`src/hdl/adll_pkg.sv`:
```
`timescale 1ns / 1ps
// ---------------------------------------------------------------------------
// adll_pkg: shared types and constants of the array doubly linked list
// Slot store geometry, action and status codes, sequencer states.
// ---------------------------------------------------------------------------
package adll_pkg;

  localparam int Depth       = 16;
  localparam int IdxBits     = $clog2(Depth);
  localparam int LinkBits    = IdxBits + 1;
  localparam int PayloadBits = 64;

  // link value that means "no slot"
  localparam logic [LinkBits-1:0] NoneSlot = LinkBits'(Depth);

  typedef logic [IdxBits-1:0]     idx_t;
  typedef logic [LinkBits-1:0]    link_t;
  typedef logic [PayloadBits-1:0] payload_t;

  typedef enum logic [1:0] {
    ACT_HEAD  = 2'd0,
    ACT_AFTER = 2'd1,
    ACT_READ  = 2'd2,
    ACT_NOP   = 2'd3
  } action_t;

  typedef enum logic [1:0] {
    STS_DONE   = 2'd0,
    STS_FULL   = 2'd1,
    STS_UNUSED = 2'd2,
    STS_RSVD   = 2'd3
  } status_t;

  typedef enum logic [1:0] {
    ST_IDLE = 2'd0,
    ST_EXEC = 2'd1,
    ST_LINK = 2'd2
  } state_t;

  // register indexes of the configuration port
  localparam logic [0:0] REG_SLOTS_IN_USE = 1'b0;

endpackage

```
`src/hdl/adll_if.sv`:
```
`timescale 1ns / 1ps
// ---------------------------------------------------------------------------
// adll_in_if / adll_out_if: valid/ready channels of the linked list
// Request channel carries the operation, the result channel its answer.
// ---------------------------------------------------------------------------
interface adll_in_if;
  logic                valid;
  logic                ready;
  logic [1:0]          action;
  logic [3:0]          position;
  adll_pkg::payload_t  payload;

  modport source (output valid, action, position, payload, input ready);
  modport sink   (input valid, action, position, payload, output ready);
endinterface

interface adll_out_if;
  logic                valid;
  logic                ready;
  logic [1:0]          status;
  logic [3:0]          slot_used;
  logic [4:0]          element_count;
  logic [4:0]          head_slot;
  logic [4:0]          tail_slot;
  adll_pkg::payload_t  read_payload;
  logic [4:0]          read_next;
  logic [4:0]          read_prev;

  modport source (output valid, status, slot_used, element_count, head_slot, tail_slot,
                  read_payload, read_next, read_prev, input ready);
  modport sink   (input valid, status, slot_used, element_count, head_slot, tail_slot,
                  read_payload, read_next, read_prev, output ready);
endinterface

```
`src/hdl/array_doubly_linked_list.sv`:
```
`timescale 1ns / 1ps
// ---------------------------------------------------------------------------
// array_doubly_linked_list: doubly linked list in a 16-slot store
// Inserts at head or after a slot, or reads a slot with its links.
//
//   channel   dir  handshake             contents
//   in_ch     in   valid/ready           action, position, payload
//   out_ch    out  valid/ready           status, slot, count, head, tail, read data
//   apb       in   psel/penable/pready   slots_in_use (byte address 0)
//
// One item at a time: a read or rejected item passes from transfer through the
// memory read to its result; an insert goes through memory read, first link
// writes and second link writes, set by the single write port of each link
// memory. A new item is taken once the previous result has been transferred.
// Reset clears the busy map, head, tail and count and sets the capacity to 16;
// the memories are not cleared. A stalled result holds in the output register.
// ---------------------------------------------------------------------------
module array_doubly_linked_list (
  input  logic                 clk,
  input  logic                 rst_n,
  adll_in_if.sink              in_ch,
  adll_out_if.source           out_ch,
  input  logic                 psel,
  input  logic                 penable,
  input  logic                 pwrite,
  input  logic [2:0]           paddr,
  input  logic [31:0]          pwdata,
  output logic [31:0]          prdata,
  output logic                 pready
);

  // storage
  adll_pkg::payload_t pay_mem  [adll_pkg::Depth];
  adll_pkg::link_t    next_mem [adll_pkg::Depth];
  adll_pkg::link_t    prev_mem [adll_pkg::Depth];

  adll_pkg::payload_t pay_q;
  adll_pkg::link_t    next_q, prev_q;

  // control and list registers
  adll_pkg::state_t   state_r, state_nxt;
  logic [4:0]         slots_r;
  logic [adll_pkg::Depth-1:0] busy_r, busy_nxt;
  adll_pkg::link_t    head_r, head_nxt, tail_r, tail_nxt;
  logic [4:0]         count_r, count_nxt;

  // current item
  adll_pkg::action_t  act_r, act_nxt;
  adll_pkg::idx_t     pos_r, pos_nxt;
  adll_pkg::payload_t data_r, data_nxt;
  adll_pkg::idx_t     nw_r, nw_nxt;
  adll_pkg::status_t  sts_r, sts_nxt;
  adll_pkg::link_t    succ_r, succ_nxt;

  // result register
  logic               ovld_r, ovld_nxt;
  adll_pkg::status_t  osts_r, osts_nxt;
  adll_pkg::idx_t     oslot_r, oslot_nxt;
  adll_pkg::payload_t opay_r, opay_nxt;
  adll_pkg::link_t    onext_r, onext_nxt, oprev_r, oprev_nxt;

  // memory write controls
  logic               pay_we, next_we, prev_we;
  adll_pkg::idx_t     pay_wa, next_wa, prev_wa;
  adll_pkg::link_t    next_wd, prev_wd;

  // free slot search
  logic [4:0]         cap;
  logic               free_ok;
  adll_pkg::idx_t     free_idx;
  logic               in_xfer;

  // configuration port
  assign pready = 1'b1;
  assign prdata = {27'd0, slots_r};

  always_ff @(posedge clk) begin
    if (!rst_n) begin
      slots_r <= 5'd16;
    end else if (psel && penable && pwrite && paddr[2] == adll_pkg::REG_SLOTS_IN_USE) begin
      slots_r <= pwdata[4:0];
    end
  end

  // lowest free slot below the capacity
  always_comb begin
    cap      = (slots_r > 5'd16) ? 5'd16 : slots_r;
    free_ok  = 1'b0;
    free_idx = '0;
    for (int i = adll_pkg::Depth - 1; i >= 0; i--) begin
      if (!busy_r[i] && 5'(i) < cap) begin
        free_ok  = 1'b1;
        free_idx = adll_pkg::IdxBits'(i);
      end
    end
    if (count_r >= cap) free_ok = 1'b0;
  end

  assign in_ch.ready = (state_r == adll_pkg::ST_IDLE) && !ovld_r;
  assign in_xfer     = in_ch.valid && in_ch.ready;

  // memories: one write port each, registered read at the incoming position
  always_ff @(posedge clk) begin
    if (pay_we)  pay_mem[pay_wa]   <= data_r;
    if (next_we) next_mem[next_wa] <= next_wd;
    if (prev_we) prev_mem[prev_wa] <= prev_wd;
    pay_q  <= pay_mem[in_ch.position];
    next_q <= next_mem[in_ch.position];
    prev_q <= prev_mem[in_ch.position];
  end

  // sequencer
  always_comb begin
    state_nxt = state_r;
    busy_nxt  = busy_r;
    head_nxt  = head_r;
    tail_nxt  = tail_r;
    count_nxt = count_r;
    act_nxt   = act_r;
    pos_nxt   = pos_r;
    data_nxt  = data_r;
    nw_nxt    = nw_r;
    sts_nxt   = sts_r;
    succ_nxt  = succ_r;
    ovld_nxt  = ovld_r && !out_ch.ready;
    osts_nxt  = osts_r;
    oslot_nxt = oslot_r;
    opay_nxt  = opay_r;
    onext_nxt = onext_r;
    oprev_nxt = oprev_r;
    pay_we  = 1'b0;
    next_we = 1'b0;
    prev_we = 1'b0;
    pay_wa  = nw_r;
    next_wa = nw_r;
    prev_wa = nw_r;
    next_wd = succ_r;
    prev_wd = adll_pkg::NoneSlot;

    unique case (state_r)
      adll_pkg::ST_IDLE: begin
        if (in_xfer) begin
          act_nxt  = adll_pkg::action_t'(in_ch.action);
          pos_nxt  = in_ch.position;
          data_nxt = in_ch.payload;
          nw_nxt   = free_idx;
          sts_nxt  = adll_pkg::STS_DONE;
          if (in_ch.action == adll_pkg::ACT_HEAD || in_ch.action == adll_pkg::ACT_AFTER) begin
            if (!free_ok) begin
              sts_nxt = adll_pkg::STS_FULL;
            end else if (in_ch.action == adll_pkg::ACT_AFTER && !busy_r[in_ch.position]) begin
              sts_nxt = adll_pkg::STS_UNUSED;
            end
          end else if (in_ch.action == adll_pkg::ACT_READ && !busy_r[in_ch.position]) begin
            sts_nxt = adll_pkg::STS_UNUSED;
          end
          state_nxt = adll_pkg::ST_EXEC;
        end
      end

      adll_pkg::ST_EXEC: begin
        osts_nxt  = sts_r;
        opay_nxt  = '0;
        onext_nxt = adll_pkg::NoneSlot;
        oprev_nxt = adll_pkg::NoneSlot;
        if ((act_r == adll_pkg::ACT_HEAD || act_r == adll_pkg::ACT_AFTER)
            && sts_r == adll_pkg::STS_DONE) begin
          // new entry: payload and its own links
          pay_we   = 1'b1;
          next_we  = 1'b1;
          prev_we  = 1'b1;
          busy_nxt[nw_r] = 1'b1;
          count_nxt = count_r + 5'd1;
          if (act_r == adll_pkg::ACT_HEAD) begin
            succ_nxt = head_r;
            next_wd  = head_r;
            prev_wd  = adll_pkg::NoneSlot;
            head_nxt = {1'b0, nw_r};
            if (head_r == adll_pkg::NoneSlot) tail_nxt = {1'b0, nw_r};
          end else begin
            succ_nxt = next_q;
            next_wd  = next_q;
            prev_wd  = {1'b0, pos_r};
            if (next_q == adll_pkg::NoneSlot) tail_nxt = {1'b0, nw_r};
          end
          state_nxt = adll_pkg::ST_LINK;
        end else begin
          unique case (sts_r)
            adll_pkg::STS_DONE:   oslot_nxt = (act_r == adll_pkg::ACT_READ) ? pos_r : '0;
            adll_pkg::STS_UNUSED: oslot_nxt = pos_r;
            default:              oslot_nxt = '0;
          endcase
          if (act_r == adll_pkg::ACT_READ && sts_r == adll_pkg::STS_DONE) begin
            opay_nxt  = pay_q;
            onext_nxt = next_q;
            oprev_nxt = prev_q;
          end
          ovld_nxt  = 1'b1;
          state_nxt = adll_pkg::ST_IDLE;
        end
      end

      adll_pkg::ST_LINK: begin
        // splice neighbors onto the new entry
        next_we = (act_r == adll_pkg::ACT_AFTER);
        next_wa = pos_r;
        next_wd = {1'b0, nw_r};
        prev_we = (succ_r != adll_pkg::NoneSlot);
        prev_wa = succ_r[adll_pkg::IdxBits-1:0];
        prev_wd = {1'b0, nw_r};
        oslot_nxt = nw_r;
        ovld_nxt  = 1'b1;
        state_nxt = adll_pkg::ST_IDLE;
      end

      default: state_nxt = adll_pkg::ST_IDLE;
    endcase
  end

  // control registers
  always_ff @(posedge clk) begin
    if (!rst_n) begin
      state_r <= adll_pkg::ST_IDLE;
      busy_r  <= '0;
      head_r  <= adll_pkg::NoneSlot;
      tail_r  <= adll_pkg::NoneSlot;
      count_r <= '0;
      ovld_r  <= 1'b0;
    end else begin
      state_r <= state_nxt;
      busy_r  <= busy_nxt;
      head_r  <= head_nxt;
      tail_r  <= tail_nxt;
      count_r <= count_nxt;
      ovld_r  <= ovld_nxt;
    end
  end

  // item and result payload registers
  always_ff @(posedge clk) begin
    act_r   <= act_nxt;
    pos_r   <= pos_nxt;
    data_r  <= data_nxt;
    nw_r    <= nw_nxt;
    sts_r   <= sts_nxt;
    succ_r  <= succ_nxt;
    osts_r  <= osts_nxt;
    oslot_r <= oslot_nxt;
    opay_r  <= opay_nxt;
    onext_r <= onext_nxt;
    oprev_r <= oprev_nxt;
  end

  // result channel; list registers hold while a result waits
  assign out_ch.valid         = ovld_r;
  assign out_ch.status        = osts_r;
  assign out_ch.slot_used     = oslot_r;
  assign out_ch.element_count = count_r;
  assign out_ch.head_slot     = head_r;
  assign out_ch.tail_slot     = tail_r;
  assign out_ch.read_payload  = opay_r;
  assign out_ch.read_next     = onext_r;
  assign out_ch.read_prev     = oprev_r;

endmodule
```
`src/flat_wrapper.sv`:
```
// flat-port wrapper written by rule: the top's interface ports become plain ports
module array_doubly_linked_list_flat 
  (clk, rst_n, psel, penable, pwrite, paddr, pwdata, prdata, pready, in_ch_valid, in_ch_action, in_ch_position, in_ch_payload, in_ch_ready, out_ch_valid, out_ch_status, out_ch_slot_used, out_ch_element_count, out_ch_head_slot, out_ch_tail_slot, out_ch_read_payload, out_ch_read_next, out_ch_read_prev, out_ch_ready);
  adll_in_if in_ch_i ();
  adll_out_if out_ch_i ();
  input  logic clk;
  input  logic rst_n;
  input  logic psel;
  input  logic penable;
  input  logic pwrite;
  input  logic [2:0] paddr;
  input  logic [31:0] pwdata;
  output logic [31:0] prdata;
  output logic pready;
  input wire logic [$bits(in_ch_i.valid)-1:0] in_ch_valid;
  input wire logic [$bits(in_ch_i.action)-1:0] in_ch_action;
  input wire logic [$bits(in_ch_i.position)-1:0] in_ch_position;
  input wire logic [$bits(in_ch_i.payload)-1:0] in_ch_payload;
  output wire logic [$bits(in_ch_i.ready)-1:0] in_ch_ready;
  output wire logic [$bits(out_ch_i.valid)-1:0] out_ch_valid;
  output wire logic [$bits(out_ch_i.status)-1:0] out_ch_status;
  output wire logic [$bits(out_ch_i.slot_used)-1:0] out_ch_slot_used;
  output wire logic [$bits(out_ch_i.element_count)-1:0] out_ch_element_count;
  output wire logic [$bits(out_ch_i.head_slot)-1:0] out_ch_head_slot;
  output wire logic [$bits(out_ch_i.tail_slot)-1:0] out_ch_tail_slot;
  output wire logic [$bits(out_ch_i.read_payload)-1:0] out_ch_read_payload;
  output wire logic [$bits(out_ch_i.read_next)-1:0] out_ch_read_next;
  output wire logic [$bits(out_ch_i.read_prev)-1:0] out_ch_read_prev;
  input wire logic [$bits(out_ch_i.ready)-1:0] out_ch_ready;
  assign in_ch_i.valid = in_ch_valid;
  assign in_ch_i.action = in_ch_action;
  assign in_ch_i.position = in_ch_position;
  assign in_ch_i.payload = in_ch_payload;
  assign in_ch_ready = in_ch_i.ready;
  assign out_ch_valid = out_ch_i.valid;
  assign out_ch_status = out_ch_i.status;
  assign out_ch_slot_used = out_ch_i.slot_used;
  assign out_ch_element_count = out_ch_i.element_count;
  assign out_ch_head_slot = out_ch_i.head_slot;
  assign out_ch_tail_slot = out_ch_i.tail_slot;
  assign out_ch_read_payload = out_ch_i.read_payload;
  assign out_ch_read_next = out_ch_i.read_next;
  assign out_ch_read_prev = out_ch_i.read_prev;
  assign out_ch_i.ready = out_ch_ready;
  array_doubly_linked_list u_core (.clk(clk), .rst_n(rst_n), .in_ch(in_ch_i), .out_ch(out_ch_i), .psel(psel), .penable(penable), .pwrite(pwrite), .paddr(paddr), .pwdata(pwdata), .prdata(prdata), .pready(pready));
endmodule
```
`config.mk`:
```
export PLATFORM = sky130hd
export DESIGN_NAME = array_doubly_linked_list_flat
export DESIGN_NICKNAME = d
export VERILOG_FILES = /design/src/hdl/adll_pkg.sv /design/src/hdl/adll_if.sv /design/src/hdl/array_doubly_linked_list.sv /design/src/flat_wrapper.sv
export SDC_FILE = /design/constraint.sdc
export NUM_CORES = 1
export LEC_CHECK = 0
export ABC_AREA = 1
export BUFFER_PORTS_ARGS = -buffer_cell sky130_fd_sc_hd__buf_2
export CAP_MARGIN = 20
export CORE_MARGIN = 3
export CORE_UTILIZATION = 55
export CTS_CLUSTER_DIAMETER = 30
export DETAILED_ROUTE_END_ITERATION = 10
export MAX_ROUTING_LAYER = met4
export PLACE_DENSITY_LB_ADDON = 0.25
export SYNTH_ARGS = -nofsm -noshare
export SYNTH_HDL_FRONTEND = slang
export SYNTH_SLANG_ARGS = --single-unit
```
`constraint.sdc`:
```
create_clock -name clk -period 16 [get_ports clk]
set_input_delay 4 -clock clk [delete_from_list [all_inputs] [get_ports clk]]
set_output_delay 4 -clock clk [all_outputs]
set_load 0.02 [all_outputs]
```
==> impl_metrics.ini <==
[clocking]
cts_setup_buffers = 0
clk_pin_slew_worst_paths_ns = 0.05
cts_made_buffers = 285
cts_hold_buffers = 0
cts_tree = yes
htree_levels = 5
root_buffer = clkbuf_16
cts_resized = 0
cts_buffer_depth = 4
insertion_delay_ns = 0.87
clock_sinks = 1458

[logic_synthesis]
ys_seq_area_frac = 0.749
synthMostInstantiatedCell = edfxtp_1
async_flop_share = 0
ys.flop_type = edfxtp_1
yosys_warnings = 0
synth_common_cells = 1,345 x edfxtp_1, 463 x inv_1, 362 x o21ai_0
synthTopCellsByArea = edfxtp_1 71%, mux2i_1 5.2%, dfxtp_1 4.0%, o211ai_1 3.9%, o21ai_0 3.2%
netlist_area_um2 = 57000
yosysTopAreaCell = edfxtp_1
synth.top_cell.area_share = 0.709
syn-instance-count = 4016
synth.avg_cell_area_um2 = 14.2
synth-seq-cells = 1458
synth_cell_types = 43
synth_edf_count = 1345

[placement]
port_buffers = 184
place_inst = 5392
dp_hpwl_um = 63900
routabilityCongestion = 0.850

[global_route]
grt_pass1_wl_um = 199000
grt_max_degree = 194
grt_overflow_total = 0
grt_pass1_vias = 33400
antenna_found_initial = 2
grt_use_total = 0.252

[setup_path]
worstReg2RegStart = u_core.state_r[1]$_SDFFE_PN0P_
r2r_slack_ns = 11.93
cp_slowest_stage_delay_ns = 0.88
path_max_fanout = 193
rr_worst_depth = 7
crit-reg2reg-capture = u_core.pay_mem[8][30]$_DFFE_PP_
required_ns = 16.72
worst_setup_path_end_kind = register
cp_slowest_cell = buf_4
criticalPathCategory = in -> reg
cp_cell_sequence = buf_8 -> buf_12 -> buf_4 -> a21oi_1 -> o21ai_0 -> o211ai_1 -> o211ai_1 -> nand2_1
cp.arrival_ns = 7.25
path_common_cell = o211ai_1
start_kind = input port

[layout]
multi_input_area_um2 = 11400
final.fill_count = 6831
nNetsFinal = 4434
seq_area_um2 = 42700
fin_cells = 5892
drive_gt1_frac = 0.160
areaGrowthSynthToFinish_pct = 19.9

[min_path]
min_delay_path_depth = 2
hp-start = u_core.out_ch.tail_slot[4]$_SDFFE_PN1P_
min_path_type = reg -> reg
holdPathEnd = u_core.out_ch.tail_slot[4]$_SDFFE_PN1P_

[routing]
drtIter0Drc = 3189
drcViolationCount = 0
vias_per_cell = 5.67
post_drt_wl_per_cell_um = 22.4
postRouteAntennaNets = 0
dr.pass1.iters = 5
totalWireLength_um = 132000
vias = 33400

[timing]
period_share = 0.409
hold_viol_final = 0
finClkSkew_ns = 0.0544
final-setup-viol-count = 0
worst_slew_pin_slew_ns = 1.19
drv_slew = 0
finalSetupTns_ns = 0
max_freq_ghz = 0.153
rsz0062_at_grt = no
maxSlewHeadroom = 0.208
period_minus_slack_ns = 6.54

[floorplanning]
die_x_um = 328
dieArea_um2 = 107000
die_y_um = 328
std_cell_rows = 117
initial_utilization = 0.557
core_area_um2 = 102000
ios = 242

[run_status]
status = complete, no violations

[power]
p_leak_nw = 25.3
powerDensity_nw_per_um2 = 164
ir_drop_uv = 127

[flow_run]
maxCapViolations = 0
-- registers in the layout, indices dropped and copies added (netlist names), 4 cells and up --
register and cells:
u_core.pay_mem 1024, u_core.next_mem 80, u_core.prev_mem 80, u_core.data_r 64, u_core.out_ch.read_payload 64, u_core.pay_q 64
u_core.busy_r 16, u_core.next_q 5, u_core.out_ch.element_count 5, u_core.out_ch.head_slot 5, u_core.out_ch.read_next 5, u_core.out_ch.read_prev 5
u_core.out_ch.tail_slot 5, u_core.prev_q 5, u_core.slots_r 5, u_core.succ_r 5, u_core.nw_r 4, u_core.out_ch.slot_used 4
u_core.pos_r 4
-- stage by stage --
stage                      util  hold WS [ns]  setup WS, ns  instance area [µm²]  total power [mW]
final                     0.668         0.463          9.46                68300              11.2
after global routing      0.668         0.493          9.22                68300              11.5
after CTS                 0.668         0.467          9.59                68300              11.2
after detailed placement  0.577         0.458          8.72                59000              5.55
after global placement    0.576         0.428          8.78                59000              5.53
after floorplan               -         0.440          9.65                57100              5.22
-- where the power goes --
part | internal [mW] | switching [mW] | leakage [nW]
sequential | 4.56 | 0.178 | 13.1
combinational | 0.181 | 0.567 | 7.76
clock | 3.80 | 1.89 | 4.48
total | 8.55 | 2.63 | 25.3
-- cells by family after synthesis --
family,share of synthesized area
AOI/OAI and AO/OA,0.108
xor gates and xnor gates,0.000154
adders and majority gates,0.00198
buffers and inverters,0.0551
DFF,0.749
muxes,0.0520
other,0.000132
and+or+nand+nor,0.0338
-- area by class of cell --
| type | instances | share of cell area |
|---|---|---|
| Clock inverter | 164 | 0.0265 |
| Inverter | 471 | 0.0262 |
| Timing Repair Buffer | 241 | 0.0211 |
| Clock buffer | 333 | 0.110 |
| Tap cell | 1368 | 0.0251 |
| Antenna cell | 1 | 0.0000366 |
| Sequential cell | 1458 | 0.624 |
| Multi-Input combinational cell | 1856 | 0.167 |
-- how the worst max path moves through the flow --
stage | slack [ns] | depth (start not counted) | start | to
after floorplan | 9.65 | 6 | u_core.state_r[1]$_SDFFE_PN0P_ | u_core.pay_mem[0][0]$_DFFE_PP_
after global placement | 8.78 | 7 | in_ch_position[0] | u_core.pay_q[37]$_DFF_P_
after detailed placement | 8.72 | 8 | in_ch_position[0] | u_core.pay_q[33]$_DFF_P_
after CTS | 9.59 | 7 | in_ch_position[0] | u_core.pay_q[14]$_DFF_P_
after global routing | 9.22 | 8 | in_ch_position[0] | u_core.pay_q[33]$_DFF_P_
final | 9.46 | 8 | in_ch_position[0] | u_core.pay_q[33]$_DFF_P_
-- layer usage --
metal	GRT usage	vias to the layer above	wire length, µm
met5	-	-	0
met1	0.327	16500	54200
met2	0.405	1324	65100
met3	0.0459	244	9540
met4	0.0867	0	3260
li1	-	15400	-
-- cells in the final DEF (no fill, tap or decap), types with 7 or more instances in the layout --
master and instances:
conb_1 28, inv_6 19, clkbuf_8 12, clkbuf_16 288, o211ai_1 299, ha_1 8, bufinv_16 28, clkinv_8 7
nand3_1 109, mux2i_1 296, buf_4 53, a21oi_1 342, clkinv_2 31, nor2_4 19, inv_8 8, clkbuf_1 34
dfxtp_1 113, clkinv_1 28, nand2_1 157, inv_1 461, o21ai_0 362, clkinv_4 18, buf_2 180, clkinvlp_4 27
nor2_1 149, o21ai_1 44, edfxtp_1 1345
-- critical path: cells and delay by family --
| family | cells | cell delay, ns |
|---|---|---|
| and+or+nand+nor | 1 | 0.10 |
| buffers and inverters | 3 | 2.16 |
| AOI/OAI and AO/OA | 4 | 0.60 |
No activity file was read; power rests on OpenSTA's default activity.
